===== src/rtl/tavr_pkg.sv =====
// Shared types and constants for the two-axis velocity ramp.
// Holds register indexes, reset values, key codes and field widths.
// No dependencies.
package tavr_pkg;

    localparam int VelocityWidthDefault = 16;

    localparam int RegWidth      = 15;
    localparam int KeyCodeWidth  = 10;
    localparam int KeyValueWidth = 2;
    localparam int OutFieldWidth = 16;
    localparam int CfgIndexWidth = 3;

    typedef logic [RegWidth-1:0]      reg_val_t;
    typedef logic [KeyCodeWidth-1:0]  key_code_t;
    typedef logic [KeyValueWidth-1:0] key_value_t;
    typedef logic [CfgIndexWidth-1:0] cfg_index_t;

    typedef enum logic [CfgIndexWidth-1:0] {
        REG_MAX_LINEAR         = 3'd0,
        REG_MAX_ANGULAR        = 3'd1,
        REG_LINEAR_ACCEL_STEP  = 3'd2,
        REG_LINEAR_DECEL_STEP  = 3'd3,
        REG_ANGULAR_ACCEL_STEP = 3'd4,
        REG_ANGULAR_DECEL_STEP = 3'd5
    } cfg_reg_t;

    localparam reg_val_t MaxLinearReset        = 15'd3277;
    localparam reg_val_t MaxAngularReset       = 15'd7373;
    localparam reg_val_t LinearAccelStepReset  = 15'd25;
    localparam reg_val_t LinearDecelStepReset  = 15'd33;
    localparam reg_val_t AngularAccelStepReset = 15'd82;
    localparam reg_val_t AngularDecelStepReset = 15'd98;

    localparam key_code_t KeyCodeUp    = 10'd103;
    localparam key_code_t KeyCodeLeft  = 10'd105;
    localparam key_code_t KeyCodeRight = 10'd106;
    localparam key_code_t KeyCodeDown  = 10'd108;

    typedef struct packed {
        logic up;
        logic down;
        logic left;
        logic right;
    } held_t;

endpackage


===== src/rtl/tavr_keys.sv =====
// Arrow key held flags for the velocity ramp.
// Depends on tavr_pkg for key codes and the held_t struct.
module tavr_keys (
    input  logic               clk,
    input  logic               rst_n,
    input  logic               key_en,
    input  tavr_pkg::key_code_t  key_code,
    input  tavr_pkg::key_value_t key_value,
    output tavr_pkg::held_t    held
);
    import tavr_pkg::*;

    held_t held_reg;
    held_t held_next;
    logic  pressed;

    assign pressed = (key_value != '0);

    always_comb
    begin
        held_next = held_reg;
        if (key_en)
        begin
            unique case (key_code)
                KeyCodeUp:    held_next.up    = pressed;
                KeyCodeDown:  held_next.down  = pressed;
                KeyCodeLeft:  held_next.left  = pressed;
                KeyCodeRight: held_next.right = pressed;
                default:      held_next = held_reg;
            endcase
        end
    end

    always_ff @(posedge clk or negedge rst_n)
    begin
        if (!rst_n)
        begin
            held_reg <= '0;
        end
        else
        begin
            held_reg <= held_next;
        end
    end

    assign held = held_reg;

endmodule


===== src/rtl/tavr_ramp_axis.sv =====
// One axis of the velocity ramp: target select, bounded step, clamp, saturate.
// Pure combinational; depends on tavr_pkg for register widths.
module tavr_ramp_axis #(
    parameter int VELOCITY_WIDTH = tavr_pkg::VelocityWidthDefault
) (
    input  logic signed [VELOCITY_WIDTH-1:0] now,
    input  logic                             pos,
    input  logic                             neg,
    input  tavr_pkg::reg_val_t               limit,
    input  tavr_pkg::reg_val_t               accel,
    input  tavr_pkg::reg_val_t               decel,
    output logic signed [VELOCITY_WIDTH-1:0] next
);
    import tavr_pkg::*;

    // Wide enough for the step sum at any width, and for the 15-bit limits.
    localparam int BaseWidth = (VELOCITY_WIDTH > RegWidth + 1) ? VELOCITY_WIDTH : RegWidth + 1;
    localparam int CW = BaseWidth + 2;

    localparam logic signed [CW-1:0] SatHi =
        {{(CW-VELOCITY_WIDTH+1){1'b0}}, {(VELOCITY_WIDTH-1){1'b1}}};
    localparam logic signed [CW-1:0] SatLo =
        {{(CW-VELOCITY_WIDTH+1){1'b1}}, {(VELOCITY_WIDTH-1){1'b0}}};

    logic signed [CW-1:0] now_x;
    logic signed [CW-1:0] lim_x;
    logic signed [CW-1:0] target;
    logic signed [CW-1:0] step;
    logic signed [CW-1:0] moved;
    logic signed [CW-1:0] clamped;
    logic signed [CW-1:0] sat;

    always_comb
    begin
        now_x  = CW'(now);
        lim_x  = $signed({{(CW-RegWidth){1'b0}}, limit});
        target = '0;
        if (pos)
        begin
            target = target + lim_x;
        end
        if (neg)
        begin
            target = target - lim_x;
        end

        step = (target != '0) ? $signed({{(CW-RegWidth){1'b0}}, accel})
                              : $signed({{(CW-RegWidth){1'b0}}, decel});

        // Move toward the target, never past it.
        moved = now_x;
        if (now_x < target)
        begin
            moved = now_x + step;
            if (moved > target)
            begin
                moved = target;
            end
        end
        else if (now_x > target)
        begin
            moved = now_x - step;
            if (moved < target)
            begin
                moved = target;
            end
        end

        clamped = moved;
        if (clamped > lim_x)
        begin
            clamped = lim_x;
        end
        if (clamped < -lim_x)
        begin
            clamped = -lim_x;
        end

        sat = clamped;
        if (sat > SatHi)
        begin
            sat = SatHi;
        end
        if (sat < SatLo)
        begin
            sat = SatLo;
        end

        next = sat[VELOCITY_WIDTH-1:0];
    end

endmodule


===== src/rtl/two_axis_velocity_ramp.sv =====
// Top level of the two-axis velocity ramp (arrow keys to ramped velocities).
// Depends on tavr_pkg, tavr_keys and tavr_ramp_axis.
//
//   channel  | direction | tdata / data             | tuser      | handshake
//   ---------+-----------+--------------------------+------------+----------------------
//   s_axis   | in        | [9:0] key_code,          | [0]        | s_tvalid / s_tready
//            |           | [11:10] key_value        | req_type   |
//   m_axis   | out       | [15:0] linear_velocity,  | -          | m_tvalid / m_tready
//            |           | [31:16] angular_velocity |            |
//   cfg      | in        | cfg_index, cfg_data      | -          | cfg_valid / cfg_ready
//
// Every input beat waits in the input register, where the ramp logic works
// on it; a beat may enter every cycle unless a held tick is stalled. Key beats
// update the held flags and produce nothing; tick beats update both
// velocities and load the output register as they leave the input register.
// The ramp stage stalls only when a tick meets an output register that is
// full and not being drained. Reset clears flags and velocities to zero and
// loads the register defaults; the config port is always ready.
module two_axis_velocity_ramp #(
    parameter int VELOCITY_WIDTH = tavr_pkg::VelocityWidthDefault
) (
    input  logic                   clk,
    input  logic                   rst_n,
    // input stream
    input  logic                   s_tvalid,
    output logic                   s_tready,
    input  logic [15:0]            s_tdata,   // [9:0] key_code, [11:10] key_value
    input  logic [0:0]             s_tuser,   // [0] req_type (0 key, 1 tick)
    // result stream
    output logic                   m_tvalid,
    input  logic                   m_tready,
    output logic [31:0]            m_tdata,   // [15:0] linear_velocity, [31:16] angular_velocity
    // register writes
    input  logic                   cfg_valid,
    output logic                   cfg_ready,
    input  tavr_pkg::cfg_index_t   cfg_index,
    input  tavr_pkg::reg_val_t     cfg_data
);
    import tavr_pkg::*;

    localparam int ExtWidth = (VELOCITY_WIDTH > OutFieldWidth) ? VELOCITY_WIDTH : OutFieldWidth;

    // Configuration registers
    reg_val_t lin_limit_reg;
    reg_val_t ang_limit_reg;
    reg_val_t linear_accel_reg;
    reg_val_t linear_decel_reg;
    reg_val_t angular_accel_reg;
    reg_val_t angular_decel_reg;

    // Input register
    logic       in_valid_reg;
    logic       in_tick_reg;
    key_code_t  in_code_reg;
    key_value_t in_value_reg;

    // Velocity state and output register
    logic signed [VELOCITY_WIDTH-1:0] lin_now_reg;
    logic signed [VELOCITY_WIDTH-1:0] ang_now_reg;
    logic signed [VELOCITY_WIDTH-1:0] lin_next;
    logic signed [VELOCITY_WIDTH-1:0] ang_next;
    logic signed [ExtWidth-1:0]       lin_ext;
    logic signed [ExtWidth-1:0]       ang_ext;
    logic                             out_valid_reg;
    logic [31:0]                      out_data_reg;

    held_t held;
    logic  advance;
    logic  tick_fire;
    logic  key_fire;
    logic  in_fire;

    // Key beats always drain; a tick needs room in the output register.
    assign advance   = in_valid_reg && (!in_tick_reg || !out_valid_reg || m_tready);
    assign tick_fire = advance && in_tick_reg;
    assign key_fire  = advance && !in_tick_reg;
    assign s_tready  = !in_valid_reg || advance;
    assign in_fire   = s_tvalid && s_tready;
    assign cfg_ready = 1'b1;

    // Register writes; drop indexes past the last register.
    always_ff @(posedge clk or negedge rst_n)
    begin
        if (!rst_n)
        begin
            lin_limit_reg     <= MaxLinearReset;
            ang_limit_reg     <= MaxAngularReset;
            linear_accel_reg  <= LinearAccelStepReset;
            linear_decel_reg  <= LinearDecelStepReset;
            angular_accel_reg <= AngularAccelStepReset;
            angular_decel_reg <= AngularDecelStepReset;
        end
        else if (cfg_valid && cfg_ready)
        begin
            unique case (cfg_index)
                REG_MAX_LINEAR:         lin_limit_reg     <= cfg_data;
                REG_MAX_ANGULAR:        ang_limit_reg     <= cfg_data;
                REG_LINEAR_ACCEL_STEP:  linear_accel_reg  <= cfg_data;
                REG_LINEAR_DECEL_STEP:  linear_decel_reg  <= cfg_data;
                REG_ANGULAR_ACCEL_STEP: angular_accel_reg <= cfg_data;
                REG_ANGULAR_DECEL_STEP: angular_decel_reg <= cfg_data;
                default:                ;
            endcase
        end
    end

    // Input register: load a new beat, or empty once the held beat advances.
    always_ff @(posedge clk or negedge rst_n)
    begin
        if (!rst_n)
        begin
            in_valid_reg <= 1'b0;
        end
        else if (in_fire)
        begin
            in_valid_reg <= 1'b1;
        end
        else if (advance)
        begin
            in_valid_reg <= 1'b0;
        end
    end

    always_ff @(posedge clk)
    begin
        if (in_fire)
        begin
            in_tick_reg  <= s_tuser[0];
            in_code_reg  <= s_tdata[KeyCodeWidth-1:0];
            in_value_reg <= s_tdata[KeyCodeWidth+KeyValueWidth-1:KeyCodeWidth];
        end
    end

    tavr_keys u_keys (
        .clk       (clk),
        .rst_n     (rst_n),
        .key_en    (key_fire),
        .key_code  (in_code_reg),
        .key_value (in_value_reg),
        .held      (held)
    );

    tavr_ramp_axis #(
        .VELOCITY_WIDTH (VELOCITY_WIDTH)
    ) u_linear (
        .now   (lin_now_reg),
        .pos   (held.up),
        .neg   (held.down),
        .limit (lin_limit_reg),
        .accel (linear_accel_reg),
        .decel (linear_decel_reg),
        .next  (lin_next)
    );

    tavr_ramp_axis #(
        .VELOCITY_WIDTH (VELOCITY_WIDTH)
    ) u_angular (
        .now   (ang_now_reg),
        .pos   (held.left),
        .neg   (held.right),
        .limit (ang_limit_reg),
        .accel (angular_accel_reg),
        .decel (angular_decel_reg),
        .next  (ang_next)
    );

    // Sign-extend or truncate the stored velocity to the 16-bit output field.
    assign lin_ext = ExtWidth'(lin_next);
    assign ang_ext = ExtWidth'(ang_next);

    // Advance the velocities on a tick and load the result beat.
    always_ff @(posedge clk or negedge rst_n)
    begin
        if (!rst_n)
        begin
            lin_now_reg   <= '0;
            ang_now_reg   <= '0;
            out_valid_reg <= 1'b0;
        end
        else if (tick_fire)
        begin
            lin_now_reg   <= lin_next;
            ang_now_reg   <= ang_next;
            out_valid_reg <= 1'b1;
        end
        else if (m_tready)
        begin
            out_valid_reg <= 1'b0;
        end
    end

    always_ff @(posedge clk)
    begin
        if (tick_fire)
        begin
            out_data_reg <= {ang_ext[OutFieldWidth-1:0], lin_ext[OutFieldWidth-1:0]};
        end
    end

    assign m_tvalid = out_valid_reg;
    assign m_tdata  = out_data_reg;

endmodule


===== config.mk =====
export PLATFORM = sky130hd
export DESIGN_NAME = two_axis_velocity_ramp
export DESIGN_NICKNAME = d
export VERILOG_FILES = /design/src/rtl/tavr_pkg.sv /design/src/rtl/tavr_keys.sv /design/src/rtl/tavr_ramp_axis.sv /design/src/rtl/two_axis_velocity_ramp.sv
export SDC_FILE = /design/constraint.sdc
export NUM_CORES = 1
export LEC_CHECK = 0
export ABC_AREA = 1
export BUFFER_PORTS_ARGS = -buffer_cell sky130_fd_sc_hd__buf_4
export CAP_MARGIN = 40
export CORE_MARGIN = 4
export CORE_UTILIZATION = 64
export CTS_BUF_LIST = sky130_fd_sc_hd__clkbuf_16
export DETAILED_ROUTE_END_ITERATION = 16
export HOLD_SLACK_MARGIN = 0.03
export PLACE_DENSITY = 0.82
export SYNTH_ARGS = -nofsm -noshare
export SYNTH_HDL_FRONTEND = slang
export SYNTH_SLANG_ARGS = --single-unit

===== constraint.sdc =====
create_clock -name clk -period 11.68 [get_ports clk]
set_input_delay 1.168 -clock clk [delete_from_list [all_inputs] [get_ports clk]]
set_output_delay 1.168 -clock clk [all_outputs]
set_load 0.01 [all_outputs]

==> metrics.md <==
| Metric | Value |
|---|---|
| Drt total wl | 53900 um |
| Setup TNS | 0 ns |
| Die X | 174 um |
| Num Clock Sinks | 173 |
| Max Clk Rate | 89.2 MHz |
| Nets | 2909 |
| 1st-pass router iterations | 6 |
| Largest net degree at the start of global routing | 72 |
| WP data required | 11.96 ns |
| Critical Path Sink Type | register |
| CP max FO | 18 |
| Worst path arrival time | 11.49 ns |
| GPL Wtd Cong | 1.02 |
| Cell Area, Synth | 17600 um2 |
| DRC errors left | 0 |
| Die area | 30300 um2 |
| Layout area overhead | 11.4% |
| Fillers | 2243 |
| DRT iter0 DRCs | 1845 |
| Initial antenna violation count | 2 |
| Clk_lat worst skew | 0.45 ns |
| Io pins | 75 |
| Number of placement rows | 60 |
| Num CTS Buffers | 17 |
| Worst setup path category | reg2reg |
| Ys async rst share | 0.740 |
| Fin crit share | 0.960 |
| Critical Path Max Stage Delay | 0.53 ns |
| Dominant cell type by area after synthesis | ha_1 |
| CTS H-tree lvls | 4 |
| Sequential area share after synthesis | 0.260 |
| Clock skew | 0.0178 ns |
| Main flop type after synthesis | dfrtp_1 |
| Post-synth top area share | 0.169 |
| Final Hold Viols | 0 |
| Commonest non-fill, non-tap cell in the layout | nand2_1 |
| Fin crit period | 11.21 ns |
| Layout cell share with drive strength beyond 1 | 0.120 |
| Critical-path top delay cell | or4_1 |
| CTS tree | done |
| Aggregate global-route resource usage | 0.345 |
| Top cells by area, synth | ha_1 (17%), dfrtp_1 (14%), nand2_1 (14%) |
| Bufs on Longest Clock Path | 2 |
| Min-delay worst type | reg2reg |
| Starting Density | 0.652 |
| Hold buffer count at cts | 0 |
| Synth cell types | 60 |
| Syn nets | 2834 |
| Crit path launch type | register |
| Final Max Slew Viols | 0 |
| Max reg flops | 32 |
| Number of synthesized flops with an enable pin | 45 |
| FF+latch area | 4590 um2 |
| Antenna Violating Nets Remaining | 0 |
| Most frequent cells in the layout | nand2_1 (674), inv_1 (316), o21ai_0 (265), ha_1 (233), nor2_1 (156) |
| Die Y-Extent | 174 um |
| Max_slew headroom | 0.396 |
| Area of the multi-input gates | 11600 um2 |
| Seq cells post-synth | 173 |
| # port buffers | 69 |
| Number of synthesis warnings | 0 |
| Outcome | completed |
| Reg clk slew, reported paths | 0.07 ns |
| Core footprint | 27000 um2 |
| Clock root cell | clkbuf_16 |
| Post-DP HPWL | 42300 um |
| Most frequent CP cell | nand2_1 |
| # diodes | 0 |
| Gate Count Post-Synth | 2552 |
| Drt via density | 6.00 |
| Vias in the first global route | 16400 |
| Via Count | 17900 |
| Avg Synthesized Cell Area | 6.91 um2 |
| Wire length per cell | 18.1 um |
| Grt ovf | 0 |
| Setup violations, final | 0 |
| First-pass GRT wire length | 84100 um |
| Worst slew pin tran | 0.903 ns |
| Max-cap viol count | 0 |
[what timing repair did]
item,in CTS,in global routing
pin swaps,0,12
setup buffers,0,13
cloned,0,1
gates resized for setup,1,78
hold endpoints to repair,0,0
setup endpoints to repair,13,63
[cell families after synthesis]
logic type	share of synthesized area
AO/OA/AOI/OAI	0.181
XOR/XNOR	0.0348
adder cells (fa/ha/maj)	0.173
buffers and inverters	0.0949
flip-flops	0.260
multiplexers	0.00185
other	0.000213
AND/OR/NAND/NOR	0.253
[critical path, delay by kind of cell, from the launching register on]
| kind | cells | cell delay [ns] |
|---|---|---|
| AND/OR/NAND/NOR | 27 | 3.65 |
| AO/OA/AOI/OAI | 22 | 3.57 |
| adder cells (fa/ha/maj) | 6 | 1.69 |
| buffers and inverters | 10 | 1.50 |
| flip-flops | 1 | 0.39 |
| XOR/XNOR | 1 | 0.23 |
[area by class of cell]
type                       instances  share of cell area
timing repair buffer             144              0.0600
tap                              341              0.0217
clock inverter                    15             0.00854
clock buffer                      17              0.0217
inverter                         329              0.0635
sequential                       173               0.234
multi-input combinational       1962               0.591
[worst paths after layout]
path	depth (start not counted)	slack [ns]	end	start
max	66	0.47	m_tdata[0]$_DFFE_PP_	u_keys.held[3]$_DFFE_PN0P_
min	2	0.49	linear_decel_reg[7]$_DFFE_PN0P_	linear_decel_reg[7]$_DFFE_PN0P_
max reg2reg	66	0.47	m_tdata[0]$_DFFE_PP_	u_keys.held[3]$_DFFE_PN0P_
min reg2reg	2	0.49	linear_decel_reg[7]$_DFFE_PN0P_	linear_decel_reg[7]$_DFFE_PN0P_
max in group asynchronous	3	9.76	lin_now_reg[0]$_DFFE_PN0P_	rst_n
min in group asynchronous	1	0.51	linear_decel_reg[12]$_DFFE_PN0P_	rst_n
[per-layer routing]
layer | share of wire | routed length, um | track usage
met5 | 0.00013 | 7 | 0
met4 | 0.028 | 1530 | 0.0927
met3 | 0.12 | 6420 | 0.0846
met2 | 0.43 | 22900 | 0.522
met1 | 0.43 | 23000 | 0.497
[stage by stage]
stage / cell area [um2] / util / hold slack [ns] / setup WS (ns) / std cells
after floorplan: 17600 / - / 0.448 / 1.59 / 2552
after global placement: 18600 / 0.687 / 0.466 / 0.349 / 2928
after detailed placement: 18700 / 0.691 / 0.473 / 0.0367 / 2935
after CTS: 19300 / 0.713 / 0.491 / 0.0271 / 2967
after global routing: 19600 / 0.726 / 0.490 / -0.126 / 2981
final: 19600 / 0.726 / 0.490 / 0.465 / 2981
[Yosys cell counts, drive strengths merged, types with 18 or more instances]
library cell	n
nor3	25
dfrtp	102
nor2	162
ha	238
o21bai	18
o21ai	329
buf	36
inv	328
nand4	30
edfxtp	45
dfstp	26
nand2	711
nand3	120
a21oi	146
o211ai	32
clkbuf	52
xor2	61
Power is not shown: default switching activity piles up to over one toggle a cycle in this logic, so the estimate is an artifact.
